File: src/design/mtf_pkg.sv
`default_nettype none

package mtf_pkg;

    localparam int DEPTH  = 16;
    localparam int DATA_W = 32;
    localparam int IDX_W  = (DEPTH > 1) ? $clog2(DEPTH) : 1;
    localparam int CNT_W  = $clog2(DEPTH + 1);

    // Largest signed value; seeds the minimum before a rescan.
    localparam logic [DATA_W-1:0] MIN_INIT = {1'b0, {(DATA_W-1){1'b1}}};

    localparam logic MODE_ENQ = 1'b0;
    localparam logic MODE_DEQ = 1'b1;

    typedef enum logic [1:0] {
        ST_IDLE,
        ST_DEQ,
        ST_SCAN,
        ST_DONE
    } t_state;

    typedef struct packed {
        logic start;
        logic deq_take;
        logic scan_start;
        logic scan_step;
        logic load_out;
    } t_dp_cmd;

    typedef struct packed {
        logic empty;
        logic out_busy;
        logic hit_min;
        logic scan_last;
    } t_dp_sts;

    // Ring index advance with wrap at DEPTH.
    function automatic logic [IDX_W-1:0] next_slot(input logic [IDX_W-1:0] i);
        logic [IDX_W-1:0] r;
        if (i == IDX_W'(DEPTH - 1)) begin
            r = '0;
        end else begin
            r = IDX_W'(i + 1'b1);
        end
        return r;
    endfunction

endpackage

`default_nettype wire

File: src/design/mtf_ram.sv
`default_nettype none

module mtf_ram #(
    parameter int WIDTH = 32,
    parameter int DEPTH = 16,
    localparam int ADDR_W = (DEPTH > 1) ? $clog2(DEPTH) : 1
) (
    input  wire logic              i_clk,
    input  wire logic              i_wr_en,
    input  wire logic [ADDR_W-1:0] i_wr_addr,
    input  wire logic [WIDTH-1:0]  i_wr_data,
    input  wire logic [ADDR_W-1:0] i_rd_addr,
    output logic      [WIDTH-1:0]  o_rd_data
);

    logic [WIDTH-1:0] r_mem [DEPTH];

    always_ff @(posedge i_clk) begin
        if (i_wr_en) begin
            r_mem[i_wr_addr] <= i_wr_data;
        end
        o_rd_data <= r_mem[i_rd_addr];
    end

endmodule

`default_nettype wire

File: src/design/mtf_ctrl.sv
`default_nettype none

module mtf_ctrl (
    input  wire logic             i_clk,
    input  wire logic             i_rst_n,
    input  wire logic             i_in_valid,
    output logic                  o_in_ready,
    input  wire logic             i_mode,
    input  wire mtf_pkg::t_dp_sts i_sts,
    output mtf_pkg::t_dp_cmd      o_cmd
);
    import mtf_pkg::*;

    t_state r_state;
    t_state n_state;

    always_ff @(posedge i_clk) begin
        if (!i_rst_n) begin
            r_state <= ST_IDLE;
        end else begin
            r_state <= n_state;
        end
    end

    always_comb begin
        n_state    = r_state;
        o_cmd      = '0;
        o_in_ready = 1'b0;
        unique case (r_state)
            ST_IDLE: begin
                o_in_ready = !i_sts.out_busy;
                if (i_in_valid && !i_sts.out_busy) begin
                    o_cmd.start = 1'b1;
                    // Only a dequeue that finds data needs the stored entry.
                    if (i_mode == MODE_DEQ && !i_sts.empty) begin
                        n_state = ST_DEQ;
                    end else begin
                        n_state = ST_DONE;
                    end
                end
            end
            ST_DEQ: begin
                o_cmd.deq_take = 1'b1;
                if (i_sts.hit_min) begin
                    o_cmd.scan_start = 1'b1;
                    n_state          = ST_SCAN;
                end else begin
                    n_state = ST_DONE;
                end
            end
            ST_SCAN: begin
                o_cmd.scan_step = 1'b1;
                if (i_sts.scan_last) begin
                    n_state = ST_DONE;
                end
            end
            ST_DONE: begin
                o_cmd.load_out = 1'b1;
                n_state        = ST_IDLE;
            end
            default: begin
                n_state = ST_IDLE;
            end
        endcase
    end

endmodule

`default_nettype wire

File: src/design/mtf_dp.sv
`default_nettype none

module mtf_dp (
    input  wire logic                               i_clk,
    input  wire logic                               i_rst_n,
    input  wire mtf_pkg::t_dp_cmd                   i_cmd,
    output mtf_pkg::t_dp_sts                        o_sts,
    input  wire logic                               i_mode,
    input  wire logic signed [mtf_pkg::DATA_W-1:0]  i_value,
    output logic                                    o_wr_en,
    output logic             [mtf_pkg::IDX_W-1:0]   o_wr_addr,
    output logic             [mtf_pkg::DATA_W-1:0]  o_wr_data,
    output logic             [mtf_pkg::IDX_W-1:0]   o_rd_addr,
    input  wire logic        [mtf_pkg::DATA_W-1:0]  i_rd_data,
    output logic                                    o_out_valid,
    input  wire logic                               i_out_ready,
    output logic signed      [mtf_pkg::DATA_W-1:0]  o_removed_value,
    output logic                                    o_removed_valid,
    output logic signed      [mtf_pkg::DATA_W-1:0]  o_min_value,
    output logic                                    o_min_valid,
    output logic             [mtf_pkg::CNT_W-1:0]   o_count,
    output logic                                    o_rejected
);
    import mtf_pkg::*;

    logic [IDX_W-1:0]  r_head;
    logic [IDX_W-1:0]  r_tail;
    logic [CNT_W-1:0]  r_count;
    logic [IDX_W-1:0]  r_scan_ptr;
    logic [CNT_W-1:0]  r_scan_left;
    logic [DATA_W-1:0] r_min;
    logic [DATA_W-1:0] r_removed;
    logic              r_removed_valid;
    logic              r_rejected;
    logic              r_out_valid;
    logic              w_empty;
    logic              w_full;
    logic              w_enq;

    assign w_empty = (r_count == '0);
    assign w_full  = (r_count == CNT_W'(DEPTH));
    assign w_enq   = (i_mode == MODE_ENQ);

    assign o_sts.empty     = w_empty;
    assign o_sts.out_busy  = r_out_valid && !i_out_ready;
    assign o_sts.hit_min   = (i_rd_data == r_min) && (r_count > CNT_W'(1));
    assign o_sts.scan_last = (r_scan_left == CNT_W'(1));

    assign o_wr_en   = i_cmd.start && w_enq && !w_full;
    assign o_wr_addr = r_tail;
    assign o_wr_data = i_value;

    // The front entry is fetched on accept, the entry after it while the
    // dequeue completes, and the rest from the scan pointer.
    always_comb begin
        if (i_cmd.deq_take) begin
            o_rd_addr = next_slot(r_head);
        end else if (i_cmd.scan_step) begin
            o_rd_addr = r_scan_ptr;
        end else begin
            o_rd_addr = r_head;
        end
    end

    always_ff @(posedge i_clk) begin
        if (!i_rst_n) begin
            r_head      <= '0;
            r_tail      <= '0;
            r_count     <= '0;
            r_scan_left <= '0;
            r_out_valid <= 1'b0;
        end else begin
            if (i_cmd.start && w_enq && !w_full) begin
                r_tail  <= next_slot(r_tail);
                r_count <= r_count + 1'b1;
            end
            if (i_cmd.deq_take) begin
                r_head  <= next_slot(r_head);
                r_count <= r_count - 1'b1;
            end
            if (i_cmd.scan_start) begin
                r_scan_left <= r_count - 1'b1;
            end else if (i_cmd.scan_step) begin
                r_scan_left <= r_scan_left - 1'b1;
            end
            if (i_cmd.load_out) begin
                r_out_valid <= 1'b1;
            end else if (i_out_ready) begin
                r_out_valid <= 1'b0;
            end
        end
    end

    always_ff @(posedge i_clk) begin
        if (i_cmd.start) begin
            r_removed       <= '0;
            r_removed_valid <= 1'b0;
            r_rejected      <= w_enq ? w_full : w_empty;
            if (w_enq && !w_full &&
                (w_empty || $signed(i_value) < $signed(r_min))) begin
                r_min <= i_value;
            end
        end
        if (i_cmd.deq_take) begin
            r_removed       <= i_rd_data;
            r_removed_valid <= 1'b1;
        end
        if (i_cmd.scan_start) begin
            r_min      <= MIN_INIT;
            r_scan_ptr <= next_slot(next_slot(r_head));
        end
        if (i_cmd.scan_step) begin
            r_scan_ptr <= next_slot(r_scan_ptr);
            if ($signed(i_rd_data) < $signed(r_min)) begin
                r_min <= i_rd_data;
            end
        end
        if (i_cmd.load_out) begin
            o_removed_value <= r_removed;
            o_removed_valid <= r_removed_valid;
            o_min_value     <= w_empty ? '0 : r_min;
            o_min_valid     <= !w_empty;
            o_count         <= r_count;
            o_rejected      <= r_rejected;
        end
    end

    assign o_out_valid = r_out_valid;

    a_count_range: assert property (@(posedge i_clk) disable iff (!i_rst_n)
        r_count <= CNT_W'(DEPTH))
        else $error("entry count exceeds depth");

    a_empty_ring: assert property (@(posedge i_clk) disable iff (!i_rst_n)
        (r_count == '0) |-> (r_head == r_tail))
        else $error("empty queue with head and tail apart");

    a_reject_no_remove: assert property (@(posedge i_clk) disable iff (!i_rst_n)
        r_out_valid |-> !(o_rejected && o_removed_valid))
        else $error("rejected item reports a removed entry");

    a_min_flag: assert property (@(posedge i_clk) disable iff (!i_rst_n)
        r_out_valid |-> (o_min_valid == (o_count != '0)))
        else $error("minimum flag disagrees with count");

endmodule

`default_nettype wire

File: src/design/min_tracking_fifo.sv
// Bounded FIFO of signed 32-bit values that also reports the smallest
// value it holds.
//
// Input channel (i_in_valid / o_in_ready): each item carries i_mode and
// i_value. Mode enqueue writes the value at the rear; mode dequeue removes
// the oldest entry and ignores the value. An enqueue on a full queue or a
// dequeue on an empty one leaves the state alone and is flagged rejected.
//
// Output channel (o_out_valid / i_out_ready): exactly one result item per
// input item, giving the removed value, the minimum after the operation
// with its valid flag, the count and the rejected flag.
//
// Sequence: an enqueue or a refused item goes from accept straight to the
// result load, a dequeue passes a dequeue completion step first, and a
// dequeue that removes the current minimum also rescans the N entries left.
// The rescan reads the one storage read port once per cycle. One item is in
// work at a time.
//
// Reset empties the queue and drops any pending result. While the receiver
// stalls, the result is held and a new item is only taken once it leaves.
`default_nettype none

module min_tracking_fifo (
    input  wire logic                               i_clk,
    input  wire logic                               i_rst_n,
    input  wire logic                               i_in_valid,
    output logic                                    o_in_ready,
    input  wire logic                               i_mode,
    input  wire logic signed [mtf_pkg::DATA_W-1:0]  i_value,
    output logic                                    o_out_valid,
    input  wire logic                               i_out_ready,
    output logic signed      [mtf_pkg::DATA_W-1:0]  o_removed_value,
    output logic                                    o_removed_valid,
    output logic signed      [mtf_pkg::DATA_W-1:0]  o_min_value,
    output logic                                    o_min_valid,
    output logic             [mtf_pkg::CNT_W-1:0]   o_count,
    output logic                                    o_rejected
);
    import mtf_pkg::*;

    t_dp_cmd           w_cmd;
    t_dp_sts           w_sts;
    logic              w_wr_en;
    logic [IDX_W-1:0]  w_wr_addr;
    logic [DATA_W-1:0] w_wr_data;
    logic [IDX_W-1:0]  w_rd_addr;
    logic [DATA_W-1:0] w_rd_data;

    // Sequencer: accept, dequeue completion, rescan, result load.
    mtf_ctrl u_ctrl (
        .i_clk      (i_clk),
        .i_rst_n    (i_rst_n),
        .i_in_valid (i_in_valid),
        .o_in_ready (o_in_ready),
        .i_mode     (i_mode),
        .i_sts      (w_sts),
        .o_cmd      (w_cmd)
    );

    // Ring pointers, count, running minimum and the result register.
    mtf_dp u_dp (
        .i_clk           (i_clk),
        .i_rst_n         (i_rst_n),
        .i_cmd           (w_cmd),
        .o_sts           (w_sts),
        .i_mode          (i_mode),
        .i_value         (i_value),
        .o_wr_en         (w_wr_en),
        .o_wr_addr       (w_wr_addr),
        .o_wr_data       (w_wr_data),
        .o_rd_addr       (w_rd_addr),
        .i_rd_data       (w_rd_data),
        .o_out_valid     (o_out_valid),
        .i_out_ready     (i_out_ready),
        .o_removed_value (o_removed_value),
        .o_removed_valid (o_removed_valid),
        .o_min_value     (o_min_value),
        .o_min_valid     (o_min_valid),
        .o_count         (o_count),
        .o_rejected      (o_rejected)
    );

    // Entry storage; only data read from slots between head and tail is ever used.
    mtf_ram #(
        .WIDTH (DATA_W),
        .DEPTH (DEPTH)
    ) u_ram (
        .i_clk     (i_clk),
        .i_wr_en   (w_wr_en),
        .i_wr_addr (w_wr_addr),
        .i_wr_data (w_wr_data),
        .i_rd_addr (w_rd_addr),
        .o_rd_data (w_rd_data)
    );

endmodule

`default_nettype wire
File: config.mk
export PLATFORM = sky130hd
export DESIGN_NAME = min_tracking_fifo
export DESIGN_NICKNAME = d
export VERILOG_FILES = /design/src/design/mtf_pkg.sv /design/src/design/mtf_ram.sv /design/src/design/mtf_ctrl.sv /design/src/design/mtf_dp.sv /design/src/design/min_tracking_fifo.sv
export SDC_FILE = /design/constraint.sdc
export NUM_CORES = 1
export LEC_CHECK = 0
export BUFFER_PORTS_ARGS = -buffer_cell sky130_fd_sc_hd__clkbuf_2
export CAP_MARGIN = 25
export CELL_PAD_IN_SITES_DETAIL_PLACEMENT = 1
export CELL_PAD_IN_SITES_GLOBAL_PLACEMENT = 2
export CORE_MARGIN = 10
export CORE_UTILIZATION = 43
export CTS_CLUSTER_DIAMETER = 30
export DETAILED_ROUTE_END_ITERATION = 16
export PLACE_DENSITY = 0.88
export SETUP_SLACK_MARGIN = 0.05
export SYNTH_ARGS = -nofsm -noshare
export SYNTH_HDL_FRONTEND = slang
export SYNTH_SLANG_ARGS = --single-unit
export TNS_END_PERCENT = 100
File: constraint.sdc
create_clock -name i_clk -period 4.05 [get_ports i_clk]
set_input_delay 0.2025 -clock i_clk [delete_from_list [all_inputs] [get_ports i_clk]]
set_output_delay 0.2025 -clock i_clk [all_outputs]
set_load 0.005 [all_outputs]
==> out/qor.yml <==
outcome:
  status: "finished clean"
placed_design:
  dpl_cell_area_um2: 30300
  dpl.hpwl_um: 44500
  io_buffers: 110
  gp_congestion: 0.788
synthesis:
  syn_inst: 1578
  yosys_warnings: 0
  syn_area_per_cell_um2: 18.0
  syn-num-nets: 1694
  yosys.area.top_type: "edfxtp_1"
  synth_flop_cell: "edfxtp_1"
  yosys.cell_types.count: 59
  synth_edf_count: 621
  synth_area_leaders: "edfxtp_1, mux4_2, dfxtp_1"
  ys_seq_area_frac: 0.718
  ys_async_sr_fraction: 0
  synth_seq_cells: 707
  netlist_area_um2: 28400
  yosysTopAreaCellShare: 0.657
clocking:
  clk_root_buffer_cell: "clkbuf_16"
  cts_hold_buf: 9
  cts_buffers: 120
  post_cts_buffers: 0
  clk_latency_ns: 0.68
  cts_max_level: 3
  cts-resized-gates: 0
  cts_tree: "done"
  clockBufferDepth: 3
  clock-sinks: 707
  clk_pin_slew_ns: 0.06
global_route:
  grtUsageTotal: 0.206
  grt_max_degree: 75
  overflow: 0
  grt_first_pass_wirelength_um: 119000
  grt_pass1_vias: 17600
  antenna_found_initial: 7
pwr:
  pwr-share-comb: 0.307
  seqPwrFrac: 0.334
  intPower_mw: 19.5
  p_sw_mw: 9.55
  cellPowerDensity_nw_per_um2: 838
  swShare: 0.329
  max-vdd-ir-drop_v: 0.000635
  p_leak_nw: 12.3
  clkPwrFrac: 0.360
sta:
  fin_setup_tns_ns: 0
  finalHoldViolCount: 0
  rsz0062_at_grt: "no"
  slew_violations: 0
  tightest_slew_ns: 1.14
  whs_ns: 0.0350
  fin_crit_ns: 3.51
  fin_crit_sh: 0.866
  slew_headroom: 0.240
  setup_viol: 0
  finClkSkew_ns: 0.0304
  max_freq_mhz: 285
critical_path:
  cp-end-kind: "flip-flop"
  crit_fanout: 32
  crit_path_start_kind: "flip-flop"
  crit_required_ns: 4.58
  cp.arrival_ns: 4.04
  crit_type: "reg2reg"
drt:
  drtAntennaViolNets: 0
  drtIter0Drc: 1717
  wirelength_um: 80100
  vias: 16200
  drt_drc_violations_left: 0
  dr.pass1.iters: 5
  wl_per_cell_um: 29.0
  avgViaCountPerCell: 5.87
finish:
  drive_gt1_frac: 0.295
  final_cell_mix: "edfxtp_1, mux4_2, clkbuf_16, clkbuf_2, dfxtp_1"
  areaGrowthSynthToFinish_pct: 22.1
  post-route-cell-area_um2: 34600
  nets: 1902
  layout_commonest_cell: "edfxtp_1"
floorplanning:
  core_area_um2: 65600
  floorplan.initialDensity: 0.432
  num_io_pins: 111
  die-height_um: 277
  die_x_um: 277
  dieArea_um2: 76600
  rows: 94
run:
  cap_violations: 0
worst_hold_path:
  hold_class: "in2reg"
==> cell families (layout without fill, tap and decap cells) <==
| kind of cell | count (synthesis) | in the layout | share of synthesized area |
|---|---|---|---|
| AO/OA/AOI/OAI | 194 | 194 | 0.0488 |
| XOR/XNOR | 17 | 17 | 0.00525 |
| adder cells (fa/ha/maj) | 79 | 79 | 0.0348 |
| buffers and inverters | 121 | 437 | 0.0199 |
| flip-flops | 707 | 707 | 0.718 |
| multiplexers | 198 | 198 | 0.127 |
| other | 0 | 2 | 0 |
| AND/OR/NAND/NOR | 262 | 262 | 0.0465 |
==> sequential cells by signal (all words and copies together), names as in the netlist, 2 cells and up <==
name	flops
u_dp.r_scan_ptr	4
u_dp.r_min	32
u_dp.r_count	5
u_dp.o_wr_addr	4
u_ram.r_mem	512
u_dp.r_scan_left	5
u_dp.o_min_value	32
u_dp.r_head	4
u_dp.r_removed	32
u_dp.o_count	5
u_ctrl.r_state	2
u_dp.o_removed_value	32
u_ram.o_rd_data	32
==> per-layer routing <==
metal / vias to the layer above / global-route usage / wire length, µm
li1: 6669 / - / -
met1: 8551 / 0.257 / 31100
met2: 818 / 0.340 / 39900
met3: 165 / 0.0435 / 6240
met4: 10 / 0.0910 / 2850
met5: - / 0 / 62
==> worst max-delay path: stages (launching register included) <==
cell and delay [ns]:
dfxtp_1 0.35, inv_1 0.13, ha_1 0.36, nand2_1 0.10
nor3_1 0.27, a21oi_1 0.14, o21ai_0 0.46, a31oi_1 0.22
o31ai_4 0.24, buf_4 0.57, mux2i_1 0.43, a21oi_4 0.10
==> power by group through the flow <==
| stage | logic [mW] | clock network [mW] | registers (mW) |
|---|---|---|---|
| finish | 8.89 | 10.4 | 9.68 |
| global placement | 8.26 | 0 | 9.72 |
| detailed placement | 8.60 | 0 | 9.78 |
| floorplan | 6.24 | 0 | 9.47 |
| global route | 9.59 | 10.9 | 9.75 |
| CTS | 8.93 | 10.5 | 9.66 |
==> path summary, 6_finish.rpt <==
| kind | cells after the start | slack, ns | endpoint | startpoint |
|---|---|---|---|---|
| max | 11 | 0.54 | u_dp.r_min[21]$_DFF_P_ | u_dp.r_min[7]$_DFF_P_ |
| min | 3 | 0.03 | u_dp.r_removed_valid$_SDFFE_PP1P_ | i_in_valid |
| max reg2reg | 11 | 0.54 | u_dp.r_min[21]$_DFF_P_ | u_dp.r_min[7]$_DFF_P_ |
| min reg2reg | 0 | 0.42 | u_dp.o_removed_value[10]$_DFFE_PP_ | u_dp.r_removed[10]$_SDFFCE_PN0P_ |
==> synth_stat cells, drive strengths merged (5+ instances only) <==
library cell  count
a211oi           35
a21o              7
a21oi            98
and2             43
buf              41
clkbuf           32
dfxtp            86
edfxtp          621
ha               79
inv              48
mux2i            69
mux4            128
nand2            41
nand2b            5
nand3             6
nand4            11
nor2             94
nor2b            42
nor3              7
o21ai            24
xnor2            10
xor2              7
==> per-stage QoR <==
step                      worst slack [ns]  instances  total power, mW   util
after detailed placement             0.510       2518             18.4  0.462
after global placement               0.754       2518             18.0  0.462
after floorplan                      0.500       1578             15.7      -
after CTS                            0.530       2757             29.1  0.527
after global routing                 0.404       2760             30.2  0.528
final                                0.543       2760             29.0  0.528
==> area by class of cell <==
cell class,instances,area (µm²)
fill,5990,31000
sequential,707,20400
multi-input combinational,750,7650
clock buffer,132,3130
timing repair buffer,159,1140
clock inverter,98,1080
tap,864,1080
inverter,48,180
antenna,2,5.00
Power figures use the tool's default switching activity.
